**src/rtl/gsf_pkg.sv**
```systemverilog
`timescale 1ns / 1ps

package gsf_pkg;

  // Default configuration of the filter
  localparam int MAX_TAPS         = 7;
  localparam int SAMPLE_BITS      = 16;
  localparam int WEIGHT_FRAC_BITS = 15;

  // Register file layout
  localparam int WEIGHT_BITS  = 16;
  localparam int WEIGHT_REGS  = 7;
  localparam int TAPS_BITS    = 3;
  localparam int CFG_IDX_BITS = 3;
  localparam int CFG_DATA_BITS = WEIGHT_BITS;

  localparam logic [CFG_IDX_BITS-1:0] CFG_TAPS_USED    = 3'd0;
  localparam logic [CFG_IDX_BITS-1:0] CFG_TAP_WEIGHT_0 = 3'd1;

  localparam logic [TAPS_BITS-1:0]   TAPS_RESET = 3'd1;
  localparam logic [WEIGHT_BITS-1:0] WEIGHT_ONE = 16'd32768;

  // Control that travels alongside the data of one transaction
  typedef struct packed {
    logic vld;
    logic last;
  } gsf_ctl_t;

endpackage

```
**src/rtl/gsf_sum_tree.sv**
```systemverilog
`timescale 1ns / 1ps

module gsf_sum_tree #(
  parameter int MAX_TAPS = gsf_pkg::MAX_TAPS,
  parameter int PROD_W   = gsf_pkg::SAMPLE_BITS + gsf_pkg::WEIGHT_BITS,
  parameter int ACC_W    = PROD_W + 4
) (
  input  logic                    clk,
  input  logic                    rst_n,
  input  logic                    en,
  input  logic signed [PROD_W-1:0] prod [MAX_TAPS],
  input  gsf_pkg::gsf_ctl_t       ctl_in,
  output logic signed [ACC_W-1:0] sum,
  output gsf_pkg::gsf_ctl_t       ctl_out
);

  localparam int LEVELS = (MAX_TAPS > 1) ? $clog2(MAX_TAPS) : 1;
  localparam int N2     = 1 << LEVELS;
  localparam int HALF_N = N2 / 2;

  logic signed [ACC_W-1:0] leaf   [N2];
  logic signed [ACC_W-1:0] node_r [LEVELS][HALF_N];
  gsf_pkg::gsf_ctl_t       ctl_r  [LEVELS];

  // Sign-extend products, pad the tree with zeros
  for (genvar i = 0; i < N2; i++) begin : g_leaf
    if (i < MAX_TAPS) begin : g_used
      assign leaf[i] = ACC_W'(prod[i]);
    end else begin : g_pad
      assign leaf[i] = '0;
    end
  end

  // Add pairs, one registered level after another while en is high
  always_ff @(posedge clk) begin
    if (en) begin
      for (int l = 0; l < LEVELS; l++) begin
        for (int i = 0; i < (N2 >> (l + 1)); i++) begin
          if (l == 0) begin
            node_r[l][i] <= leaf[2*i] + leaf[2*i+1];
          end else begin
            node_r[l][i] <= node_r[l-1][2*i] + node_r[l-1][2*i+1];
          end
        end
      end
    end
  end

  // Carry transaction control along the levels
  always_ff @(posedge clk) begin
    if (!rst_n) begin
      for (int l = 0; l < LEVELS; l++) begin
        ctl_r[l] <= '0;
      end
    end else if (en) begin
      ctl_r[0] <= ctl_in;
      for (int l = 1; l < LEVELS; l++) begin
        ctl_r[l] <= ctl_r[l-1];
      end
    end
  end

  assign sum     = node_r[LEVELS-1][0];
  assign ctl_out = ctl_r[LEVELS-1];

endmodule

```
**config.mk**
```make
export PLATFORM = sky130hd
export DESIGN_NAME = gsf_sum_tree
export DESIGN_NICKNAME = d
export VERILOG_FILES = /design/src/rtl/gsf_pkg.sv /design/src/rtl/gsf_sum_tree.sv
export SDC_FILE = /design/constraint.sdc
export NUM_CORES = 1
export LEC_CHECK = 0
export BUFFER_PORTS_ARGS = -buffer_cell sky130_fd_sc_hd__buf_2
export CAP_MARGIN = 15
export CELL_PAD_IN_SITES_DETAIL_PLACEMENT = 0
export CELL_PAD_IN_SITES_GLOBAL_PLACEMENT = 1
export CORE_MARGIN = 2
export CORE_UTILIZATION = 46
export DETAILED_ROUTE_END_ITERATION = 7
export PLACE_DENSITY_LB_ADDON = 0.1
export SETUP_SLACK_MARGIN = 0.15
export SYNTH_ARGS = -nofsm -noshare
export SYNTH_HDL_FRONTEND = slang
export SYNTH_SLANG_ARGS = --single-unit
```
**constraint.sdc**
```tcl
create_clock -name clk -period 4.18 [get_ports clk]
set_input_delay 0.209 -clock clk [delete_from_list [all_inputs] [get_ports clk]]
set_output_delay 0.209 -clock clk [all_outputs]
set_load 0.01 [all_outputs]
```
; ---- Word level (Yosys, flattened, before mapping)
; Memory sizes are Yosys's and may differ from the RTL's.
; Cells that the tools add are included.
[classes]
add_sub_neg = 6
muxes = 8
bitwise_logic = 3
[ops]
columns = op, count
row1 = $add 36x36->36, 3
row2 = $add 32x32->33, 3
row3 = $mux 2, 3
row4 = $mux 1, 5
row5 = $or 1x1->1, 3
[word_totals]
word_cells = 19
n_memories = 2
output_inout_bits = 38
inputBits = 229
regBits = 0
ram_bits = 438
[mem_list]
columns = name, words, word_bits, rd, rd_clocked_by_memory_dff, write_ports, line_no
row1 = node_r, 3, 144, 3, 0, 3, gsf_sum_tree.sv:22  ; logic signed [ACC_W-1:0] node_r [LEVELS][HALF_N];
row2 = ctl_r, 3, 2, 3, 0, 3, gsf_sum_tree.sv:23  ; gsf_pkg::gsf_ctl_t ctl_r [LEVELS];

; ---- Depth between registers and ports, before layout
[depth]
ltp_word = 4
depth_mapped = 11
mapped_depth_nobuf = 11

; ---- Worst setup path before layout
; OpenSTA, ideal clock, no wires.
[synth_timing]
kind = register to register
start = mem node_r[0][0] in the netlist's numbering
end = mem node_r[0][248] in the netlist's numbering (data pin)
stages_incl_launch_ff = 12
path_buffers = 0
required_time_ns = 3.918
period_less_slack_ns = 3.163
path_slack_ns = 1.017
setup_ns = 0.262
arrival_time_ns = 2.901
path_cell_list = edfxtp_1 ha_1 fa_1 a211oi_1 nor3_1 a221o_2 a21oi_2 o21ai_2 a221o_2 a2111oi_2 o21bai_1 xor2_1
[synth_lines]
columns = element, line_no
row1 = from (decl), gsf_sum_tree.sv:22

==> flow_metrics.py <==
metrics = {
    "worst_setup_path": {
        "end_kind": "flop",
        "arrival_ns": 3.82,
        "crit_fanout": 3,
        "startpoint_type": "flop",
        "required_ns": 4.48,
        "crit_type": "flop to flop",
    },
    "clock_tree": {
        "cts_setup_buffers": 0,
        "root_buffer": "clkbuf_16",
        "cts_sinks": 245,
        "clkLatencyLatePin_ns": 0.57,
        "cts_resized": 0,
        "numCtsBuffers": 28,
        "hold_buffers": 42,
        "htree_levels": 1,
        "clk_pin_slew_ns": 0.06,
        "cts_max_path_buffers": 3,
        "cts_tree": "built",
    },
    "power": {
        "power.density_nw_per_um2": 531,
        "netSwitchingPower_mw": 3.88,
        "leakage_nw": 8.87,
        "ir_drop_mv": 0.254,
        "power_mw": 11.0,
        "p_int_mw": 7.07,
        "comb_power_share_pct": 43.0,
        "switching_share_pct": 35.4,
        "seqPwrFrac_pct": 35.7,
        "clock_power_share_pct": 21.3,
    },
    "finish": {
        "final_cells": 2512,
        "finish.instance_area_sq_um": 20600,
        "utilization_pct": 54.7,
        "area_growth_pct": 16.6,
        "drive_gt1_share_pct": 17.1,
        "nNetsFinal": 2410,
    },
    "timing": {
        "report.final.hold_viol_count": 0,
        "worst_pin_slew_ns": 0.858,
        "min_period_ns": 3.52,
        "setup_viol": 0,
        "rsz0062_at_grt": "false",
        "setup_ws_ns": 0.660,
        "hold-worst-slack_ns": 0.0437,
        "min_period_over_period_pct": 84.2,
        "clock.fmax_mhz": 284,
        "relSlewSlack_pct": 42.8,
        "finClkSkew_ns": 0.0193,
        "tns_ns": 0,
        "drv_slew": 0,
    },
    "placement": {
        "dpl_worst_slack_ns": 0.638,
        "portBuffers": 266,
        "place_congestion": 0.892,
        "dp_cells": 2417,
        "hpwlAfterDp_um": 34100,
        "placed_area_sq_um": 19300,
    },
    "global_routing": {
        "grt_max_degree": 119,
        "gr-total-overflow": 0,
        "grt_usage_pct": 20.8,
        "grt_pass1_vias": 14000,
        "grt_pass1_wl_um": 67800,
        "antenna_found_initial": 6,
    },
    "logic_synthesis": {
        "ys_seq_area_share_pct": 41.6,
        "async_flop_share_pct": 0,
        "syn_inst": 1700,
        "syn_nets": 2132,
        "yosysWarnings": 0,
        "ys_top_cells_by_area": "edfxtp_1 (42%), ha_1 (14%), xnor2_1 (5.8%)",
        "synth_top_area_share_pct": 41.6,
        "synth_seq_cells": 245,
        "ys.flop_type": "edfxtp_1",
        "ys_types": 77,
        "netlist_area_sq_um": 17700,
        "synth_edf_count": 245,
        "yosys.area.top_type": "edfxtp_1",
        "avgSynthCellArea_sq_um": 10.4,
    },
    "floorplanning": {
        "rows": 71,
        "dieArea_sq_um": 40100,
        "die_x_um": 200,
        "initial_core_util_pct": 46.9,
        "die_h_um": 200,
        "core_area_sq_um": 37800,
        "io_pins": 267,
    },
    "flow_run": {
        "max_cap_viol_count": 0,
    },
    "status": {
        "status": "finished, final reports clean",
    },
    "routing": {
        "drt-total-wl_um": 42100,
        "avgViaCountPerCell": 5.45,
        "drcViolationCount": 0,
        "first_iter_violations": 681,
        "wl_per_cell_um": 16.8,
        "antenna_left": 0,
        "drtPass1Iterations": 5,
        "vias": 13700,
    },
    "min_path": {
        "hold_class": "input pin to flop",
    },
}
state kept, by name, summed over array words and instances, names as in the netlist:
register and cells:
ctl_r 6, node_r 239
worst max-delay path, cell delays in order, from the launching register on:
cell      delay (ns)
edfxtp_1        0.36
ha_1            0.24
fa_1            0.43
a211oi_1        0.28
o21ai_0         0.21
a221o_1         0.40
o41a_1          0.42
o21ai_0         0.25
nor3_1          0.08
nor3_1          0.27
o21ai_0         0.15
xor2_1          0.15
worst paths after layout:
check / depth (start not counted) / start / to / slack (ns)
setup / recovery: 11 / node_r[0][72]$_DFFE_PP_ / node_r[0][284]$_DFFE_PP_ / 0.66
hold / removal: 2 / prod[65] / node_r[0][37]$_DFFE_PP_ / 0.04
setup reg to reg: 11 / node_r[0][72]$_DFFE_PP_ / node_r[0][284]$_DFFE_PP_ / 0.66
hold reg to reg: 1 / node_r[0][252]$_DFFE_PP_ / node_r[0][396]$_DFFE_PP_ / 0.54
power groups by stage:
stage / Clock (mW) / Combinational [mW] / Sequential [mW]
2_1_floorplan: 0 / 3.75 / 3.80
3_3_place_gp: 0 / 4.65 / 3.95
3_5_place_dp: 0 / 4.65 / 3.96
4_1_cts: 2.40 / 4.72 / 3.91
5_1_grt: 2.49 / 5.30 / 3.97
6_report: 2.33 / 4.71 / 3.91
metal layers:
layer / vias up / GRT usage, % / wire, um
li1: 6994 / - / -
met1: 6278 / 26.5 / 18800
met2: 328 / 36.0 / 19900
met3: 83 / 3.12 / 2100
met4: 8 / 7.20 / 1300
met5: - / 0 / 52
layout by cell type (no fill, tap or decap), types with 37 or more instances in the layout:
| cell | Yosys | layout |
|---|---|---|
| edfxtp_1 | 245 | 245 |
| xor2_1 | 55 | 55 |
| o21ai_0 | 94 | 94 |
| nor2_1 | 108 | 108 |
| xnor2_1 | 118 | 118 |
| nand3_1 | 40 | 40 |
| inv_1 | 37 | 37 |
| buf_2 | 1 | 265 |
| ha_1 | 197 | 197 |
| nand2_1 | 102 | 102 |
| a21o_1 | 106 | 106 |
| dlygate4sd3_1 | 0 | 42 |
| a21oi_1 | 185 | 185 |
area by class of cell:
class | instances | area [sq um]
Antenna cell | 2 | 5.00
Tap cell | 511 | 639
Timing Repair Buffer | 316 | 1820
Sequential cell | 245 | 7360
Clock buffer | 29 | 704
Clock inverter | 22 | 189
Inverter | 37 | 139
Fill cell | 3424 | 17100
Multi-Input combinational cell | 1350 | 9780
synth_stat cells (all sizes together), types with 8 or more instances:
cell type    n
nand4       31
ha         197
and2         8
a21o       109
xnor2      118
o21a        31
inv         37
xor2        55
clkbuf      26
a211oi      23
a21oi      186
nor3        15
a31oi       12
nor2       108
nand2      102
o21bai      26
buf         42
edfxtp     245
and3        22
o21ai       95
nand3       40
nor2b       17
nand2b      23
cells by family (layout without fill, tap and decap cells):
family                     after synthesis  after routing  share of synthesized area, %
AOI/OAI and AO/OA                      572            572                          20.9
xor gates and xnor gates               173            173                          8.56
adders and majority gates              203            203                          14.6
buffers and inverters                  105            404                          3.17
DFF                                    245            245                          41.6
muxes                                    2              2                         0.113
other                                    0              2                             0
and+or+nand+nor                        400            400                          11.1
Note: power is estimated with default switching activity, not from simulation.
