==> src/rtl/gsf_pkg.sv <==
`timescale 1ns / 1ps

package gsf_pkg;

  // Default configuration of the filter
  localparam int MAX_TAPS         = 7;
  localparam int SAMPLE_BITS      = 16;
  localparam int WEIGHT_FRAC_BITS = 15;

  // Register file layout
  localparam int WEIGHT_BITS  = 16;
  localparam int WEIGHT_REGS  = 7;
  localparam int TAPS_BITS    = 3;
  localparam int CFG_IDX_BITS = 3;
  localparam int CFG_DATA_BITS = WEIGHT_BITS;

  localparam logic [CFG_IDX_BITS-1:0] CFG_TAPS_USED    = 3'd0;
  localparam logic [CFG_IDX_BITS-1:0] CFG_TAP_WEIGHT_0 = 3'd1;

  localparam logic [TAPS_BITS-1:0]   TAPS_RESET = 3'd1;
  localparam logic [WEIGHT_BITS-1:0] WEIGHT_ONE = 16'd32768;

  // Control that travels alongside the data of one transaction
  typedef struct packed {
    logic vld;
    logic last;
  } gsf_ctl_t;

endpackage

==> src/rtl/gsf_tap_cell.sv <==
`timescale 1ns / 1ps

module gsf_tap_cell #(
  parameter int SAMPLE_BITS = gsf_pkg::SAMPLE_BITS
) (
  input  logic                                   clk,
  input  logic                                   rst_n,
  input  logic                                   shift,
  input  logic                                   capture,
  input  logic signed [SAMPLE_BITS-1:0]          tap_in,
  input  logic        [gsf_pkg::WEIGHT_BITS-1:0] coeff,
  output logic signed [SAMPLE_BITS-1:0]          tap_r,
  output logic signed [SAMPLE_BITS+gsf_pkg::WEIGHT_BITS-1:0] prod_r
);

  localparam int PROD_W = SAMPLE_BITS + gsf_pkg::WEIGHT_BITS;

  logic signed [PROD_W:0] prod_full;

  // Weight is unsigned: give it a zero sign bit
  assign prod_full = tap_r * $signed({1'b0, coeff});

  // Hold one window sample, pass it to the next cell on every shift
  always_ff @(posedge clk) begin
    if (!rst_n) begin
      tap_r <= '0;
    end else if (shift) begin
      tap_r <= tap_in;
    end
  end

  // Register the weighted sample
  always_ff @(posedge clk) begin
    if (capture) begin
      prod_r <= prod_full[PROD_W-1:0];
    end
  end

endmodule

==> config.mk <==
export PLATFORM = sky130hd
export DESIGN_NAME = gsf_tap_cell
export DESIGN_NICKNAME = d
export VERILOG_FILES = /design/src/rtl/gsf_pkg.sv /design/src/rtl/gsf_tap_cell.sv
export SDC_FILE = /design/constraint.sdc
export NUM_CORES = 1
export LEC_CHECK = 0
export ABC_AREA = 1
export BUFFER_PORTS_ARGS = -buffer_cell sky130_fd_sc_hd__buf_2
export CAP_MARGIN = 20
export CORE_MARGIN = 4
export CORE_UTILIZATION = 40
export CTS_BUF_LIST = sky130_fd_sc_hd__clkbuf_16
export DETAILED_ROUTE_END_ITERATION = 7
export PLACE_DENSITY_LB_ADDON = 0.08
export SYNTH_ARGS = -nofsm -noshare
export SYNTH_HDL_FRONTEND = slang
export SYNTH_SLANG_ARGS = --single-unit
==> constraint.sdc <==
create_clock -name clk -period 8.7 [get_ports clk]
set_input_delay 0.87 -clock clk [delete_from_list [all_inputs] [get_ports clk]]
set_output_delay 0.87 -clock clk [all_outputs]
set_load 0.01 [all_outputs]
Word level (Yosys, flattened, before mapping)

Index checks and enable logic that the tools add are counted.

Register bits after elaboration: 48

Multipliers: 1

Operators with widths:

| operator                     | count |
|---|---|
| multiplier 16 x 17 -> 32 bit | 1 |

Depth between registers and ports, before layout

Gate-level depths: netlist of run 1.

Depth in word-level cells: 1
Mapped depth: 25
Gate-level depth less buffers: 23

Worst setup path after synthesis of run 1

Ideal clock, no wire load.

Kind: in2reg
Start: input port coeff[7] in the netlist's numbering
End: register prod_r[31] in the netlist's numbering (data pin)
Arrival: 5.597 ns
Required time: 8.448 ns
Slack: 2.851 ns
Stages on the path: 25
Cells stage by stage: clkbuf_1 -> clkbuf_1 -> nand2_1 -> fa_1 -> inv_1 -> fa_1 -> inv_1 -> fa_1 -> inv_1 -> fa_1 -> fa_1 -> inv_1 -> fa_1 -> inv_1 -> ha_1 -> nand2_2 -> inv_1 -> nand2_1 -> nand3_1 -> inv_1 -> nand3_2 -> nand2_1 -> nand2_1 -> nand2_1 -> nand2_1

Longest elaborated chain between the ends: 1

Ends and longest elaborated chain:

| what                         | line               | text |
|---|---|---|
| start, declared              | gsf_tap_cell.sv:11 | `input logic [gsf_pkg::WEIGHT_BITS-1:0] coeff,` |
| multiplier 16 x 17 -> 32 bit | gsf_tap_cell.sv:21 | `assign prod_full = tap_r * $signed({1'b0, coeff});` |
| net prod_full[31]            | gsf_tap_cell.sv:18 | `logic signed [PROD_W:0] prod_full;` |
| end signal, assigned         | gsf_tap_cell.sv:35 | `prod_r <= prod_full[PROD_W-1:0];` |
| end, declared                | gsf_tap_cell.sv:13 | `output logic signed [SAMPLE_BITS+gsf_pkg::WEIGHT_BITS-1:0] prod_r` |

The timed path passes the listed nets, and every way through them passes these cells.
A chain may end at the register's enable or synchronous reset.

Final worst setup path of run 1

Start: register tap_r[2]
End: register prod_r[29] in the netlist's numbering (data pin)

Longest elaborated chain between the ends: 1

Ends and longest elaborated chain:

| what                         | line               | text |
|---|---|---|
| start, declared              | gsf_tap_cell.sv:12 | `output logic signed [SAMPLE_BITS-1:0] tap_r,` |
| start signal, assigned       | gsf_tap_cell.sv:28 | `tap_r <= tap_in;` |
| multiplier 16 x 17 -> 32 bit | gsf_tap_cell.sv:21 |  |
| net prod_full[29]            | gsf_tap_cell.sv:18 |  |

The timed path passes the listed nets, and every way through them passes these cells.

==> results of run 1 <==
-- final timing paths --
kind,to,slack [ns],startpoint
setup / recovery,prod_r[29],2.81,tap_r[2]
hold / removal,prod_r[0],0.67,tap_r[0]
setup reg to reg,prod_r[29],2.81,tap_r[2]
hold reg to reg,prod_r[0],0.67,tap_r[0]
-- cells in the mapped netlist (all sizes together) --
| master | instances | share of area |
|---|---|---|
| xnor2 | 1 | 0.00078 |
| o21ai | 16 | 0.0071 |
| or2 | 7 | 0.0039 |
| nand3 | 36 | 0.019 |
| inv | 444 | 0.15 |
| a21o | 1 | 0.00067 |
| clkbuf | 61 | 0.020 |
| clkinv | 1 | 0.00033 |
| ha | 117 | 0.13 |
| nand3b | 2 | 0.0013 |
| o21bai | 2 | 0.0013 |
| xor2 | 13 | 0.010 |
| dfxtp | 16 | 0.028 |
| nand2 | 453 | 0.15 |
| fa | 194 | 0.35 |
| nand4 | 4 | 0.0022 |
| nor2 | 83 | 0.033 |
| a21oi | 21 | 0.0093 |
| edfxtp | 32 | 0.085 |
-- worst max-delay path, cell delays in order (launching register included) --
cell     delay [ns]
dfxtp_1        0.92
nand2_1        0.16
fa_1           0.54
fa_1           0.59
fa_1           0.46
fa_1           0.54
inv_1          0.05
fa_1           0.51
inv_1          0.06
fa_1           0.47
inv_1          0.04
ha_1           0.37
nand2_2        0.16
inv_1          0.07
a21oi_1        0.18
nand3_2        0.19
nand2_1        0.17
nand2_1        0.07
nand2_1        0.06
nand2_1        0.05
-- stage by stage --
stage	total power, mW	std cells	worst slack, ns
4_1_cts	3.196	1921	2.814
6_report	3.128	1921	2.806
2_1_floorplan	2.260	1504	2.851
5_1_grt	3.530	1921	2.522
3_5_place_dp	2.979	1913	2.540
3_3_place_gp	2.985	1913	2.549
-- final cells by class --
type | count | area, µm² | area share
clock buffers | 5 | 125.1 | 0.01032
clock inverters | 3 | 15.01 | 0.001239
inverters | 445 | 1670 | 0.1378
multi-input cells | 950 | 8074 | 0.6661
flip-flops and latches | 48 | 1281 | 0.1057
well taps | 378 | 473.0 | 0.03902
repair buffers | 92 | 483.0 | 0.03984
-- cells by family after synthesis --
group,Yosys count,synth area share
flops,48,0.1138
compound gates,40,0.01845
simple gates,585,0.2129
buf+inv,506,0.1688
xor+xnor,14,0.01090
fa+ha+maj,311,0.4752
-- registers in the layout, summed over array words and instances (netlist names) --
| name | flops |
|---|---|
| prod_r | 32 |
| tap_r | 16 |
-- per-layer routing --
| layer | track usage | vias up | wire length, µm |
|---|---|---|---|
| met5 | 0 | - | 7 |
| met4 | 0.02534 | 2 | 286 |
| met1 | 0.2721 | 4352 | 13550 |
| met2 | 0.3754 | 186 | 15780 |
| li1 | - | 4333 | - |
| met3 | 0.01571 | 22 | 1007 |
-- cells in the final DEF (no fill, tap or decap), types with 2 or more instances in the layout --
| cell type | n |
|---|---|
| nand2_1 | 441 |
| o21bai_1 | 2 |
| nand2_2 | 12 |
| o21ai_0 | 16 |
| clkinv_1 | 2 |
| or2_2 | 6 |
| a21oi_1 | 21 |
| nand3_1 | 29 |
| xor2_1 | 13 |
| nand4_1 | 4 |
| nor2_4 | 5 |
| clkbuf_16 | 5 |
| nor2_2 | 7 |
| fa_1 | 194 |
| nand3b_1 | 2 |
| nand3_2 | 7 |
| inv_1 | 444 |
| dfxtp_1 | 16 |
| ha_1 | 117 |
| edfxtp_1 | 32 |
| buf_4 | 9 |
| buf_2 | 83 |
| nor2_1 | 71 |
-- power by group through the flow --
stage               logic [mW]  registers [mW]  clock network (mW)
finish                    2.50           0.425               0.198
global route              2.88           0.434               0.213
CTS                       2.57           0.427               0.204
detailed placement        2.55           0.431                   0
global placement          2.55           0.432                   0
floorplan                 1.81           0.448                   0
==> flow_metrics.py, run 1 <==
metrics = {
    "cells_and_area": {
        "fin_util": 0.4363,
        "nFillCells": 3018,
        "final_cell_area_um2": 12120,
        "layout-drive-gt1-share": 0.08814,
        "syn_to_final_growth_pct": 7.704,
        "antenna_cells": 0,
        "fin_nets": 1889,
    },
    "synth": {
        "syn_area_per_cell_um2": 7.483,
        "syn_area_um2": 11250,
        "yosysSeqAreaShare": 0.1138,
        "synth_seq_cells": 48,
        "yosys_warnings": 0,
        "synth_cell_types": 25,
        "synthesis.nets": 1851,
        "syn_inst": 1504,
    },
    "worst_setup_path": {
        "end_kind": "flop",
        "worstPathRequired_ns": 8.75,
        "arrival_ns": 5.95,
        "critPathKind": "reg2reg",
        "reg2reg_depth": 19,
        "cp-start-kind": "flop",
        "critPathMaxFanout": 18,
    },
    "global_routing": {
        "grt_usage": 0.2045,
        "grt_max_degree": 33,
        "antenna_found_initial": 1,
        "grt_overflow": 0,
        "grt_pass1_vias": 9350,
        "grt_pass1_wl_um": 49620,
    },
    "drt": {
        "via_per_inst": 4.630,
        "first_pass_iters": 5,
        "routed_wl_um": 30620,
        "via_count": 8895,
        "drtIter0Drc": 482,
        "ant_nets": 0,
        "route.detailed.drc": 0,
        "routedWlPerCell_um": 15.94,
    },
    "clocking": {
        "cts_made_buffers": 5,
        "cts.clk_slew.worst_paths_ns": 0.07,
        "post_cts_buffers": 0,
        "clock-sinks": 48,
        "cts_max_path_buffers": 2,
        "clockRootBuffer": "clkbuf_16",
        "ctsHtreeMaxLevel": 2,
        "tritoncts": "done",
        "clk_latency_ns": 0.29,
        "hold_buffers": 0,
        "ctsResizeCount": 0,
    },
    "place": {
        "port_buffers": 83,
        "placed_cell_area_um2": 11980,
        "dpl.hpwl_um": 25270,
        "place.gp.congestion": 0.8650,
    },
    "power": {
        "seqPwrFrac": 0.136,
        "p_sw_mw": 1.753,
        "power.density_nw_per_um2": 258.0,
        "p_int_mw": 1.375,
        "vdd_drop_max_mv": 0.1705,
        "pwr-share-comb": 0.801,
        "swShare": 0.5605,
        "cellLeakagePower_nw": 7.492,
        "pwr-share-clk": 0.063,
    },
    "floorplanning": {
        "fp.coreArea_um2": 27780,
        "start_util": 0.4051,
        "ioPinCount": 84,
        "rows": 61,
        "die_h_um": 175.7,
        "die_w_um": 175.7,
        "die_area_um2": 30880,
    },
    "hold_path": {
        "whs_path_depth": 2,
        "hold_class": "reg2reg",
    },
    "job": {
        "maxCapViolations": 0,
    },
    "sta": {
        "max_freq_mhz": 169.7,
        "finalSetupTns_ns": 0,
        "relSlewSlack": 0.3790,
        "clock_skew_ns": 0.003889,
        "finalCriticalPeriod_ns": 5.894,
        "whs_ns": 0.6654,
        "hold_viol_final": 0,
        "post-route-period-util": 0.6775,
        "tightest_slew_ns": 0.9302,
        "setup_viol": 0,
        "rsz0062_at_grt": "false",
        "slew_viol_final": 0,
    },
    "run_status": {
        "outcome": "finished clean",
    },
}
Note: power is estimated with default switching activity, not from simulation.
==> run 2: changes to the inputs <==
clock period = 5.55 ns   (was 8.7 ns; I/O delays follow)
==> flow_metrics.py, run 2 (synthesized netlist as in run 1, its figures left out) <==
metrics = {
    "cells_and_area": {
        "fin_nets": 1971,
        "syn_to_final_growth_pct": 14.10,
        "final_cell_area_um2": 12840,
        "final_common_cell": "inv_1",
        "final_cells": 2004,
        "largest_registers": "prod_r: 32 flops, tap_r: 16 flops",
        "largest-register": "prod_r",
        "final_cell_mix": "inv_1 (443), nand2_1 (440), fa_1 (194)",
        "largest_register_ff_count": 32,
        "nFillCells": 2897,
        "layout-drive-gt1-share": 0.1428,
    },
    "drt": {
        "route.detailed.drc": 0,
        "first_pass_iters": 5,
        "routedWlPerCell_um": 15.87,
        "drtIter0Drc": 409,
        "via_count": 9277,
        "routed_wl_um": 31800,
        "via_per_inst": 4.629,
        "ant_nets": 0,
    },
    "clocking": {
        "hold_buffers": 0,
        "ctsResizeCount": 0,
        "post_cts_buffers": 0,
        "ctsHtreeMaxLevel": 2,
        "cts_max_path_buffers": 2,
        "clock-sinks": 48,
        "cts_made_buffers": 5,
        "clk_latency_ns": 0.31,
        "tritoncts": "done",
        "clockRootBuffer": "clkbuf_16",
        "cts.clk_slew.worst_paths_ns": 0.08,
    },
    "worst_setup_path": {
        "path_cells": "buf_4 > nand2_1 > fa_1 > inv_1 > fa_1 > fa_1 > fa_1 > fa_1 > inv_1 > fa_1 > inv_1 > ha_1 > nand2_2 > inv_1 > nand2_1 > nand2_1 > nand2_1 > nand2_1 > a21oi_1 > nand2_1 > nand2_1 > nand2_1",
        "cp.buffers_inverters": 5,
        "r2r-end": "prod_r[30]",
        "critPathMaxFanout": 8,
        "cp_slowest_cell": "fa_1",
        "r2r-start": "tap_r[9]",
        "critPathKind": "reg2reg",
        "reg2reg_slack_ns": 0.25,
        "max_stage_delay_ns": 0.57,
        "worstPathRequired_ns": 5.62,
        "reg2reg_depth": 22,
        "arrival_ns": 5.36,
        "crit_family": "adder cells",
        "path_common_cell": "nand2_1",
        "end_kind": "flop",
        "cp-start-kind": "flop",
    },
    "power": {
        "p_total_mw": 5.386,
        "seqPwrFrac": 0.122,
        "p_int_mw": 2.519,
        "pwr-share-comb": 0.817,
        "pwr-share-clk": 0.061,
        "p_sw_mw": 2.867,
        "vdd_drop_max_mv": 0.3347,
        "swShare": 0.5323,
        "power.density_nw_per_um2": 419.4,
        "cellLeakagePower_nw": 7.918,
    },
    "global_routing": {
        "antenna_found_initial": 3,
        "grt_usage": 0.2133,
        "grt_max_degree": 33,
        "grt_pass1_wl_um": 51060,
        "grt_pass1_vias": 9555,
        "grt_overflow": 0,
    },
    "floorplanning": {
        "die_w_um": 175.7,
        "die_h_um": 175.7,
        "rows": 61,
        "fp.coreArea_um2": 27780,
        "start_util": 0.4051,
        "die_area_um2": 30880,
        "ioPinCount": 84,
    },
    "job": {
        "maxCapViolations": 0,
    },
    "sta": {
        "slew_viol_final": 0,
        "setup_slack_ns": 0.2516,
        "hold_viol_final": 0,
        "max_freq_mhz": 188.7,
        "post-route-period-util": 0.9547,
        "clock_skew_ns": 0.007319,
        "tightest_slew_ns": 0.7871,
        "setup_viol": 0,
        "relSlewSlack": 0.4753,
        "rsz0062_at_grt": "false",
        "finalCriticalPeriod_ns": 5.298,
    },
    "hold_path": {
        "hold_end": "tap_r[5]",
        "whs_path_depth": 3,
        "hold_start": "tap_in[5]",
        "hold_class": "in2reg",
    },
    "run_status": {
        "outcome": "finished clean",
    },
    "place": {
        "place.gp.congestion": 0.8638,
        "dpl.hpwl_um": 28000,
        "port_buffers": 83,
        "placed_cell_area_um2": 12660,
        "dpl.cell_count": 1995,
        "pre_cts_ws_ns": -0.1116,
    },
}
## run 2: changes by cell type in the layout (fill, tap and decap cells not counted), sizes merged
cell    delta
buf       +81
clkbuf     +1
diode      +1
## run 2: metal layers
metal / up-vias / part of all wire / global-route usage
li1: 4506 / - / -
met1: 4494 / 0.41 / 0.2674
met2: 216 / 0.52 / 0.3884
met3: 57 / 0.043 / 0.02217
met4: 4 / 0.029 / 0.06368
met5: - / 0.00066 / 0
## run 2: layout make-up
type,instances,area (µm²),share of cell area
clock buffer,5,125.1,0.009744
antenna,1,2.502,0.0001949
timing repair buffer,174,1164,0.09062
multi-input combinational,950,8093,0.6302
inverter,445,1670,0.1301
tap,378,473.0,0.03683
sequential,48,1292,0.1007
clock inverter,3,21.27,0.001656
## run 2: worst register-to-register path, delay by kind of cell (launching register included)
kind            cells  cell delay (ns)
compound gates      1             0.16
fa+ha+maj           7             3.30
buf+inv             5             0.42
flops               1             0.45
simple gates        9             0.72
## run 2: metrics by stage
stage	TNS (ns)	util	hold WS [ns]
floorplan	0	-	0.6012
finish	0	0.4622	0.4702
global placement	-0.4801	0.4557	0.5712
CTS	0	0.4610	0.4661
global route	0	0.4622	0.4759
detailed placement	-0.9050	0.4557	0.5697
## run 2: power groups by stage
| stage | Clock (mW) | Sequential [mW] | Combinational, mW |
|---|---|---|---|
| after floorplan | 0 | 0.702 | 2.84 |
| after global placement | 0 | 0.668 | 4.42 |
| after detailed placement | 0 | 0.667 | 4.44 |
| after CTS | 0.341 | 0.661 | 4.47 |
| after global routing | 0.351 | 0.668 | 5.02 |
| final | 0.328 | 0.660 | 4.40 |
## run 2: how the worst max path moves through the flow
stage | from | to | slack [ns] | depth (start not counted)
floorplan | coeff[7] | prod_r[31] | 0.02 | 25
CTS | tap_r[10] | prod_r[30] | 0.03 | 21
global route | tap_r[10] | prod_r[30] | 0.009 | 24
global placement | coeff[11] | prod_r[21] | -0.08 | 19
detailed placement | coeff[7] | prod_r[31] | -0.11 | 23
finish | tap_r[9] | prod_r[30] | 0.25 | 22
